--- src/rtl/core/cisu_pkg.sv ---
// cisu_pkg: shared types, constants and arithmetic helpers of the cnn input standardize core
package cisu_pkg;

    // geometry
    localparam int IMAGE_ROWS     = 168;
    localparam int IMAGE_COLS     = 168;
    localparam int DEPTH_SIDE     = 8;
    localparam int UPSAMPLED_SIDE = 21;

    localparam int FRAME_PIXELS = IMAGE_ROWS * IMAGE_COLS;
    localparam int DEPTH_CELLS  = DEPTH_SIDE * DEPTH_SIDE;
    localparam int DEPTH_ADDR_W = $clog2(DEPTH_CELLS);
    localparam int SIDE_W       = $clog2(DEPTH_SIDE);

    // reciprocal of the upsampled side for the nearest-neighbor source coordinate
    localparam int RECIP_SHIFT = 16;
    localparam int RECIP_MULT  = ((1 << RECIP_SHIFT) + UPSAMPLED_SIDE - 1) / UPSAMPLED_SIDE;

    // field widths
    localparam int MODE_W    = 2;
    localparam int SAMPLE_W  = 16;
    localparam int INDEX_W   = 15;
    localparam int COORD_W   = 5;
    localparam int VALUE_W   = 8;
    localparam int CFG_IDX_W = 3;
    localparam int CFG_DAT_W = 20;

    localparam int IMG_MEAN_W  = 17;
    localparam int IMG_GAIN_W  = 10;
    localparam int DEP_MEAN_W  = 20;
    localparam int DEP_GAIN_W  = 16;
    localparam int DEP_MAG_W   = 21;
    localparam int DEP_PROD_W  = DEP_MAG_W + DEP_GAIN_W;
    localparam int DEP_FRAC    = 20;

    // mode codes
    localparam logic [MODE_W-1:0] MODE_PIXEL       = 2'd0;
    localparam logic [MODE_W-1:0] MODE_DEPTH_WRITE = 2'd1;
    localparam logic [MODE_W-1:0] MODE_DEPTH_READ  = 2'd2;

    // register indexes
    localparam logic [CFG_IDX_W-1:0] REG_IMAGE_MEAN        = 3'd0;
    localparam logic [CFG_IDX_W-1:0] REG_IMAGE_GAIN        = 3'd1;
    localparam logic [CFG_IDX_W-1:0] REG_DEPTH_MEAN_TENTHS = 3'd2;
    localparam logic [CFG_IDX_W-1:0] REG_DEPTH_GAIN_FIRST  = 3'd3;
    localparam logic [CFG_IDX_W-1:0] REG_DEPTH_GAIN_SECOND = 3'd4;

    // register reset values
    localparam logic [IMG_MEAN_W-1:0] IMAGE_MEAN_RST        = 17'd26517;
    localparam logic [IMG_GAIN_W-1:0] IMAGE_GAIN_RST        = 10'd320;
    localparam logic [DEP_MEAN_W-1:0] DEPTH_MEAN_TENTHS_RST = 20'd27159;
    localparam logic [DEP_GAIN_W-1:0] DEPTH_GAIN_FIRST_RST  = 16'd5363;
    localparam logic [DEP_GAIN_W-1:0] DEPTH_GAIN_SECOND_RST = 16'd5473;

    typedef struct packed {
        logic [IMG_MEAN_W-1:0] image_mean;
        logic [IMG_GAIN_W-1:0] image_gain;
        logic [DEP_MEAN_W-1:0] depth_mean_tenths;
        logic [DEP_GAIN_W-1:0] depth_gain_first;
        logic [DEP_GAIN_W-1:0] depth_gain_second;
    } cisu_cfg_t;

    typedef struct packed {
        logic [MODE_W-1:0]   mode;
        logic [SAMPLE_W-1:0] sample;
        logic [INDEX_W-1:0]  position;
        logic [COORD_W-1:0]  out_row;
        logic [COORD_W-1:0]  out_col;
    } cisu_item_t;

    typedef struct packed {
        logic [INDEX_W-1:0]        dest_index;
        logic signed [VALUE_W-1:0] first_value;
        logic signed [VALUE_W-1:0] second_value;
        logic                      clipped;
    } cisu_result_t;

    typedef struct packed {
        logic                    wr_en;
        logic [DEPTH_ADDR_W-1:0] wr_addr;
        logic                    rd_en;
        logic [DEPTH_ADDR_W-1:0] rd_addr;
    } cisu_store_ctl_t;

    typedef struct packed {
        logic [VALUE_W-1:0] value;
        logic               sat;
    } cisu_quant_t;

    // round magnitude product by 2^20 half away from zero, apply sign, saturate to int8
    function automatic cisu_quant_t depth_quant(input logic [DEP_PROD_W-1:0] prod,
                                                input logic neg);
        logic [DEP_PROD_W:0]            rounded;
        logic [DEP_PROD_W-DEP_FRAC:0]   q;
        cisu_quant_t                    res;
        rounded = {1'b0, prod} + (DEP_PROD_W+1)'(1 << (DEP_FRAC - 1));
        q       = rounded[DEP_PROD_W:DEP_FRAC];
        res.sat = 1'b0;
        if (neg) begin
            if (q > (DEP_PROD_W-DEP_FRAC+1)'(128)) begin
                res.sat   = 1'b1;
                res.value = 8'h80;
            end
            else begin
                res.value = 8'(0 - q[VALUE_W-1:0]);
            end
        end
        else begin
            if (q > (DEP_PROD_W-DEP_FRAC+1)'(127)) begin
                res.sat   = 1'b1;
                res.value = 8'h7F;
            end
            else begin
                res.value = q[VALUE_W-1:0];
            end
        end
        return res;
    endfunction

    // source coordinate of nearest-neighbor upsampling, coord*DEPTH_SIDE/UPSAMPLED_SIDE
    function automatic logic [SIDE_W-1:0] src_coord(input logic [COORD_W-1:0] coord);
        logic [31:0] scaled;
        scaled = 32'(coord) * 32'(DEPTH_SIDE) * 32'(RECIP_MULT);
        return scaled[RECIP_SHIFT +: SIDE_W];
    endfunction

endpackage

--- src/rtl/core/cisu_datapath.sv ---
// cisu_datapath: per-beat arithmetic for pixel quantize, depth quantize and upsample addressing
module cisu_datapath
    import cisu_pkg::*;
(
    input  cisu_cfg_t       cfg,
    input  cisu_item_t      item,
    output cisu_result_t    result,
    output cisu_store_ctl_t store_ctl
);

    logic signed [IMG_MEAN_W+1:0]                pix_diff;
    logic signed [IMG_MEAN_W+IMG_GAIN_W+2:0]     pix_prod;
    logic [VALUE_W-1:0]                          pix_value;
    logic [INDEX_W-1:0]                          pix_dest;

    logic [DEP_MEAN_W-1:0]                       dep_scaled;
    logic signed [DEP_MEAN_W+1:0]                dep_diff;
    logic                                        dep_neg;
    logic [DEP_MAG_W-1:0]                        dep_mag;
    logic [DEP_PROD_W-1:0]                       dep_prod_first;
    logic [DEP_PROD_W-1:0]                       dep_prod_second;
    cisu_quant_t                                 quant_first;
    cisu_quant_t                                 quant_second;

    logic [COORD_W-1:0]                          row_sat;
    logic [COORD_W-1:0]                          col_sat;
    logic [SIDE_W-1:0]                           src_row;
    logic [SIDE_W-1:0]                           src_col;
    logic [31:0]                                 up_dest;
    logic [31:0]                                 src_addr;

    // pixel: (p*512 - mean)*gain + 2^17, floor by 2^18, keep low byte
    assign pix_diff  = $signed({2'b00, item.sample[7:0], 9'd0})
                     - $signed({2'b00, cfg.image_mean});
    assign pix_prod  = pix_diff * $signed({1'b0, cfg.image_gain})
                     + $signed((IMG_MEAN_W+IMG_GAIN_W+3)'(1 << 17));
    assign pix_value = pix_prod[25:18];
    assign pix_dest  = (32'(item.position) < 32'(FRAME_PIXELS))
                     ? INDEX_W'(32'(FRAME_PIXELS - 1) - 32'(item.position))
                     : '0;

    // depth: sample*10 - mean in tenths, sign and magnitude
    assign dep_scaled = DEP_MEAN_W'(item.sample) * DEP_MEAN_W'(10);
    assign dep_diff   = $signed({2'b00, dep_scaled}) - $signed({2'b00, cfg.depth_mean_tenths});
    assign dep_neg    = dep_diff[DEP_MEAN_W+1];
    assign dep_mag    = dep_neg ? DEP_MAG_W'(-dep_diff) : DEP_MAG_W'(dep_diff);

    assign dep_prod_first  = dep_mag * cfg.depth_gain_first;
    assign dep_prod_second = dep_mag * cfg.depth_gain_second;
    assign quant_first     = depth_quant(dep_prod_first, dep_neg);
    assign quant_second    = depth_quant(dep_prod_second, dep_neg);

    // upsample: clamp coordinates, map to source cell
    assign row_sat  = (32'(item.out_row) < 32'(UPSAMPLED_SIDE))
                    ? item.out_row : COORD_W'(UPSAMPLED_SIDE - 1);
    assign col_sat  = (32'(item.out_col) < 32'(UPSAMPLED_SIDE))
                    ? item.out_col : COORD_W'(UPSAMPLED_SIDE - 1);
    assign src_row  = src_coord(row_sat);
    assign src_col  = src_coord(col_sat);
    assign src_addr = 32'(src_row) * 32'(DEPTH_SIDE) + 32'(src_col);
    assign up_dest  = 32'(row_sat) * 32'(UPSAMPLED_SIDE) + 32'(col_sat);

    // store access
    assign store_ctl.wr_en   = (item.mode == MODE_DEPTH_WRITE)
                            && (32'(item.position) < 32'(DEPTH_CELLS));
    assign store_ctl.wr_addr = item.position[DEPTH_ADDR_W-1:0];
    assign store_ctl.rd_en   = (item.mode == MODE_DEPTH_READ);
    assign store_ctl.rd_addr = src_addr[DEPTH_ADDR_W-1:0];

    // result select per mode; upsample values come from the store
    always_comb
    begin
        result = '0;
        case (item.mode)
            MODE_PIXEL:
            begin
                result.dest_index   = pix_dest;
                result.first_value  = pix_value;
                result.second_value = pix_value;
            end
            MODE_DEPTH_WRITE:
            begin
                result.dest_index   = item.position;
                result.first_value  = quant_first.value;
                result.second_value = quant_second.value;
                result.clipped      = quant_first.sat | quant_second.sat;
            end
            MODE_DEPTH_READ:
            begin
                result.dest_index   = up_dest[INDEX_W-1:0];
            end
            default:
            begin
                result = '0;
            end
        endcase
    end

endmodule

--- src/rtl/core/cnn_input_standardize_upsample_core.sv ---
// cnn_input_standardize_upsample_core: input register, arithmetic, depth store and output register
//
// Use: items enter on the in channel (mode, sample, position, out_row, out_col) with
// in_valid/in_ready; one result per item leaves on the out channel (dest_index,
// first_value, second_value, clipped) with out_valid/out_ready, in item order.
// Mode 0 quantizes a pixel and returns its 180-degree flipped index, mode 1
// quantizes a depth sample for both networks and stores it in the 8x8 grid,
// mode 2 reads back the grid cell picked by nearest-neighbor upsampling to 21x21.
// Registers are written on the cfg channel (cfg_index, cfg_data), always ready;
// write them only while no item is in flight.
// An accepted input beat passes the input register, then the output register, to the
// result beat. Throughput: one item per cycle while out_ready is high, set by the single
// pass through the input register, the 21x16 depth multipliers and the output register;
// the depth store is read and written once per cycle at the output register edge.
// Reset: registers return to their reset values, both stages empty; the depth
// store is not cleared and a grid cell must be written before it is read.
// Stall: while out_ready is low the result holds, one more item is taken into the
// input register, then in_ready drops until the result beat leaves.
module cnn_input_standardize_upsample_core
    import cisu_pkg::*;
(
    input  logic                        clk,
    input  logic                        rst_n,

    input  logic                        cfg_valid,
    output logic                        cfg_ready,
    input  logic [CFG_IDX_W-1:0]        cfg_index,
    input  logic [CFG_DAT_W-1:0]        cfg_data,

    input  logic                        in_valid,
    output logic                        in_ready,
    input  logic [MODE_W-1:0]           mode,
    input  logic [SAMPLE_W-1:0]         sample,
    input  logic [INDEX_W-1:0]          position,
    input  logic [COORD_W-1:0]          out_row,
    input  logic [COORD_W-1:0]          out_col,

    output logic                        out_valid,
    input  logic                        out_ready,
    output logic [INDEX_W-1:0]          dest_index,
    output logic signed [VALUE_W-1:0]   first_value,
    output logic signed [VALUE_W-1:0]   second_value,
    output logic                        clipped
);

    cisu_cfg_t          cfg_reg;
    logic               in_valid_reg;
    cisu_item_t         item_reg;
    logic               out_valid_reg;
    cisu_result_t       res_reg;
    cisu_result_t       res_next;
    cisu_store_ctl_t    store_ctl;
    logic               advance;
    logic               in_take;

    logic [VALUE_W-1:0] store_first  [DEPTH_CELLS];
    logic [VALUE_W-1:0] store_second [DEPTH_CELLS];

    // handshake
    assign advance   = in_valid_reg && (!out_valid_reg || out_ready);
    assign in_ready  = !in_valid_reg || advance;
    assign in_take   = in_valid && in_ready;
    assign cfg_ready = 1'b1;

    // configuration registers
    always_ff @(posedge clk or negedge rst_n)
    begin
        if (!rst_n) begin
            cfg_reg.image_mean        <= IMAGE_MEAN_RST;
            cfg_reg.image_gain        <= IMAGE_GAIN_RST;
            cfg_reg.depth_mean_tenths <= DEPTH_MEAN_TENTHS_RST;
            cfg_reg.depth_gain_first  <= DEPTH_GAIN_FIRST_RST;
            cfg_reg.depth_gain_second <= DEPTH_GAIN_SECOND_RST;
        end
        else if (cfg_valid && cfg_ready) begin
            case (cfg_index)
                REG_IMAGE_MEAN:        cfg_reg.image_mean        <= cfg_data[IMG_MEAN_W-1:0];
                REG_IMAGE_GAIN:        cfg_reg.image_gain        <= cfg_data[IMG_GAIN_W-1:0];
                REG_DEPTH_MEAN_TENTHS: cfg_reg.depth_mean_tenths <= cfg_data[DEP_MEAN_W-1:0];
                REG_DEPTH_GAIN_FIRST:  cfg_reg.depth_gain_first  <= cfg_data[DEP_GAIN_W-1:0];
                REG_DEPTH_GAIN_SECOND: cfg_reg.depth_gain_second <= cfg_data[DEP_GAIN_W-1:0];
                default:               ;
            endcase
        end
    end

    // stage valid flags
    always_ff @(posedge clk or negedge rst_n)
    begin
        if (!rst_n) begin
            in_valid_reg  <= 1'b0;
            out_valid_reg <= 1'b0;
        end
        else begin
            if (in_take) begin
                in_valid_reg <= 1'b1;
            end
            else if (advance) begin
                in_valid_reg <= 1'b0;
            end
            if (advance) begin
                out_valid_reg <= 1'b1;
            end
            else if (out_ready) begin
                out_valid_reg <= 1'b0;
            end
        end
    end

    // input register payload
    always_ff @(posedge clk)
    begin
        if (in_take) begin
            item_reg.mode     <= mode;
            item_reg.sample   <= sample;
            item_reg.position <= position;
            item_reg.out_row  <= out_row;
            item_reg.out_col  <= out_col;
        end
    end

    cisu_datapath u_datapath (
        .cfg       (cfg_reg),
        .item      (item_reg),
        .result    (res_next),
        .store_ctl (store_ctl)
    );

    // depth store write
    always_ff @(posedge clk)
    begin
        if (advance && store_ctl.wr_en) begin
            store_first[store_ctl.wr_addr]  <= res_next.first_value;
            store_second[store_ctl.wr_addr] <= res_next.second_value;
        end
    end

    // output register, upsample values read from the store here
    always_ff @(posedge clk)
    begin
        if (advance) begin
            res_reg.dest_index <= res_next.dest_index;
            res_reg.clipped    <= res_next.clipped;
            if (store_ctl.rd_en) begin
                res_reg.first_value  <= store_first[store_ctl.rd_addr];
                res_reg.second_value <= store_second[store_ctl.rd_addr];
            end
            else begin
                res_reg.first_value  <= res_next.first_value;
                res_reg.second_value <= res_next.second_value;
            end
        end
    end

    assign out_valid    = out_valid_reg;
    assign dest_index   = res_reg.dest_index;
    assign first_value  = res_reg.first_value;
    assign second_value = res_reg.second_value;
    assign clipped      = res_reg.clipped;

`ifndef SYNTHESIS
    // input stage only blocks while it holds an item
    assert property (@(posedge clk) disable iff (!rst_n) !in_ready |-> in_valid_reg)
        else $error("in_ready low with empty input stage");

    // a held item moves to the output when the output stage is free
    assert property (@(posedge clk) disable iff (!rst_n)
        (in_valid_reg && (!out_valid_reg || out_ready)) |=> out_valid_reg)
        else $error("item lost between stages");

    // a clipped result carries a saturated value
    assert property (@(posedge clk) disable iff (!rst_n)
        (out_valid_reg && res_reg.clipped) |->
            (res_reg.first_value == 8'sh7F || res_reg.first_value == -8'sd128 ||
             res_reg.second_value == 8'sh7F || res_reg.second_value == -8'sd128))
        else $error("clipped set without saturated value");

    // pixel results carry the same value for both networks
    assert property (@(posedge clk) disable iff (!rst_n)
        (advance && item_reg.mode == MODE_PIXEL) |=>
            (res_reg.first_value == res_reg.second_value && !res_reg.clipped))
        else $error("pixel result mismatch");
`endif

endmodule

--- config.mk ---
export PLATFORM = sky130hd
export DESIGN_NAME = cnn_input_standardize_upsample_core
export DESIGN_NICKNAME = d
export VERILOG_FILES = /design/src/rtl/core/cisu_pkg.sv /design/src/rtl/core/cisu_datapath.sv /design/src/rtl/core/cnn_input_standardize_upsample_core.sv
export SDC_FILE = /design/constraint.sdc
export NUM_CORES = 2
export LEC_CHECK = 0
export BUFFER_PORTS_ARGS = -buffer_cell sky130_fd_sc_hd__buf_2
export CAP_MARGIN = 0
export CORE_MARGIN = 2
export CORE_UTILIZATION = 60
export CTS_BUF_LIST = sky130_fd_sc_hd__clkbuf_8
export DETAILED_ROUTE_END_ITERATION = 7
export PLACE_DENSITY = 0.87
export SYNTH_ARGS = -nofsm -noshare
export SYNTH_HDL_FRONTEND = slang
export SYNTH_SLANG_ARGS = --single-unit
--- constraint.sdc ---
create_clock -name clk -period 14.21 [get_ports clk]
set_input_delay 1.421 -clock clk [delete_from_list [all_inputs] [get_ports clk]]
set_output_delay 1.421 -clock clk [all_outputs]
set_load 0.05 [all_outputs]
==> results.tsv <==
stage	metric	value	unit
finish	multi-input logic area	0.0400	sq mm
floorplanning	die area	0.135	sq mm
run_status	outcome	finished, violations left	
detailed_routing	DRT Pass-1 Iters	8	
clock_tree	clock-pin slew on the worst setup and hold paths	70	ps
detailed_routing	drc violations	18	
detailed_routing	Final Routed Wirelength	229000	microns
grt	largest net degree at the start of global routing	122	
timing	Slew @ Worst Pin	1300	ps
clock_tree	TritonCTS Buffers	175	
worst_setup_path	CP arrival	14570	ps
finish	share of layout cells above drive strength 1	0.143	
worst_setup_path	CP Depth	44	
finish	Synth-to-Final Area Change	8.71	%
finish	FF/Latch Area	0.0351	sq mm
clock_tree	Clock Sinks	1180	
worst_setup_path	Top Family by Delay on Critical Path	adder cells	
finish	Nets	7615	
logic_synthesis	Synth async-reset ratio	0.0686	
logic_synthesis	number of flops mapped to enable cells by yosys	1099	
timing	Max Fclk	72.0	MHz
timing	fin crit share	0.977	
detailed_routing	Via Count	54664	
worst_setup_path	Worst path max stage delay	590	ps
worst_setup_path	CP max stage cell	fa_1	
worst_setup_path	Data required, critical path	14900	ps
detailed_routing	Avg WL per Cell	27.5	microns
floorplanning	DIE HEIGHT	367	microns
floorplanning	Std-Cell Rows	133	
finish	Layout fillers	8875	
logic_synthesis	post-synthesis cell type count	96	
worst_setup_path	FF-to-FF path depth	44	
clock_tree	Clock Tree Root	clkbuf_8	
worst_setup_path	reg2reg start	item_reg[26]$_DFFE_PP_	
clock_tree	Max Buffers Root-to-Sink	3	
floorplanning	I/O Pins	106	
worst_setup_path	WS Path Type	reg -> reg	
grt	first-pass GRT wire length	342000	microns
worst_setup_path	CP Buf/Inv Count	5	
timing	clk_skew	115	ps
worst_setup_path	CP most frequent cell	fa_1	
run_status	failing checks	design-rule violations	
logic_synthesis	Netlist Area Pre-Place	0.0791	sq mm
timing	Final Setup Violations	0	
min_path	worst hold start	in_valid_reg$_DFFE_PN0P_	
grt	initial antenna violation count	14	
logic_synthesis	post-synthesis cell count	6282	
logic_synthesis	mean post-synth cell area	12.6	sq um
worst_setup_path	crit path launch type	flip-flop	
floorplanning	core area	0.131	sq mm
min_path	min-delay worst type	reg -> reg	
job	max-cap violations	0	
clock_tree	CTS H-tree lvls	4	
grt	gr usage total	0.340	
floorplanning	die span in x	367	microns
worst_setup_path	Setup crit start	item_reg[26]$_DFFE_PP_	
grt	Congestion Overflow GR	0	
logic_synthesis	#FFs+latches synth	1180	
worst_setup_path	critical path peak fanout	32	
logic_synthesis	most common flop cell mapped by yosys	edfxtp_1	
placement	Detailed Place HPWL	153000	microns
timing	Tmin final	13880	ps
placement	routability cong.	0.969	
logic_synthesis	synth warn	0	
floorplanning	Initial Util	0.603	
timing	relative slew slack	0.134	
placement	# port buffers	104	
worst_setup_path	nature of the critical path endpoint	flip-flop	
detailed_routing	antenna violation net count after detailed routing	0	
clock_tree	CTS tree	done	
detailed_routing	routed vias/inst	6.56	
clock_tree	clk_lat worst skew	980	ps
timing	fin. max-slew vios	0	
logic_synthesis	Seq/Total Area, Yosys	0.443	
min_path	WHS Path Cells	1	
timing	hold slack	491	ps
timing	final hold violation count	0	
finish	fin util	0.656	
detailed_routing	initial DRC count	7157	
grt	vias in the first global route	56381	
## area by class of cell
cell class / instances / area share
multi-input cells: 3894 / 0.465
flip-flops and latches: 1180 / 0.408
inverters: 918 / 0.0401
clock buffers: 179 / 0.0287
well taps: 1755 / 0.0255
repair buffers: 262 / 0.0225
clock inverters: 132 / 0.00968
diodes: 8 / 0.000233
## layout by cell type (no fill, tap or decap), types with 15 or more instances in the layout
cell and instances:
mux2_2 52, o21ai_0 134, and3_1 26, mux4_2 256, xor2_1 21, xnor2_1 58, nand4_1 43, nand2_1 594
o21a_1 22, dfstp_2 33, inv_1 971, a21o_1 36, a21oi_1 168, and2_1 467, a22oi_1 114, edfxtp_1 1099
buf_4 131, o21bai_1 17, mux2i_1 21, clkbuf_8 180, nor2_1 185, buf_2 103, xnor2_2 15, a22o_1 19
ha_1 433, nand2b_1 23, nor2b_1 52, clkinv_2 20, nor3_1 44, nand3_1 79, o211ai_1 25, a31oi_1 16
a211oi_1 30, dfrtp_1 48, clkinv_1 35, or3_1 19, fa_1 680
## metal layers
| layer | part of all wire | wire, microns | vias up | global-route usage |
|---|---|---|---|---|
| li1 | - | - | 21960 | - |
| met1 | 0.33 | 75200 | 27082 | 0.411 |
| met2 | 0.47 | 107000 | 4404 | 0.537 |
| met3 | 0.12 | 27500 | 1202 | 0.0919 |
| met4 | 0.083 | 19100 | 16 | 0.233 |
| met5 | 0.00040 | 92 | - | 0 |
## final timing paths
check | end | slack [ps]
worst max-delay path | store_second[0][2]$_DFFE_PP_ | 330
worst min-delay path | out_valid$_DFFE_PN0P_ | 490
worst max register to register | store_second[0][2]$_DFFE_PP_ | 330
worst min register to register | out_valid$_DFFE_PN0P_ | 490
max in group asynchronous | in_valid_reg$_DFFE_PN0P_ | 12780
min in group asynchronous | cfg_reg[25]$_DFFE_PN0P_ | 690
## logic make-up after synthesis
family | count (synthesis) | synth area share
other | 2 | 0.0000949
AND/OR/NAND/NOR | 1627 | 0.103
multiplexers | 329 | 0.0830
flip-flops | 1180 | 0.443
XOR/XNOR | 103 | 0.0114
adder cells (fa/ha/maj) | 1113 | 0.241
buffers and inverters | 1214 | 0.0583
AO/OA/AOI/OAI | 714 | 0.0604
## synth_stat cells, types with 27 or more instances
cell type / instances / area share
mux2_2: 52 / 0.0074
fa_1: 680 / 0.17
a211oi_1: 31 / 0.0029
a21o_1: 36 / 0.0034
dfstp_2: 33 / 0.011
nand2_1: 601 / 0.029
nor2b_1: 53 / 0.0042
ha_1: 433 / 0.068
nand3_1: 81 / 0.0051
mux4_2: 256 / 0.073
clkbuf_1: 251 / 0.012
o21ai_0: 141 / 0.0089
xnor2_1: 76 / 0.0084
a22oi_1: 114 / 0.011
nand4_1: 43 / 0.0034
nor2_1: 194 / 0.0092
and2_1: 469 / 0.037
nor3_1: 46 / 0.0029
xor2_1: 27 / 0.0030
a21oi_1: 172 / 0.011
edfxtp_1: 1099 / 0.42
dfrtp_1: 48 / 0.015
inv_1: 917 / 0.044
## through the flow
stage / instances / setup slack [ps] / cell area [sq um] / TNS, ps
final: 8328 / 325 / 86000 / 0
after floorplan: 6283 / -580 / 79100 / -74220
after detailed placement: 7989 / 138 / 82200 / 0
after global routing: 8322 / -156 / 86000 / -22460
after global placement: 7989 / 534 / 82200 / 0
after CTS: 8300 / 23.0 / 85500 / 0
## timing repair
action                                  CTS  global route
pin swaps                                 2            13
gates cloned                              0             5
hold buffers                              0             0
setup buffers                             0            15
gates resized for setup                   1            60
endpoints found under the setup margin   66          1039
Power is left out: the tool's default activity adds up to more than one toggle a clock period on the data nets, which glitch-free logic cannot reach.
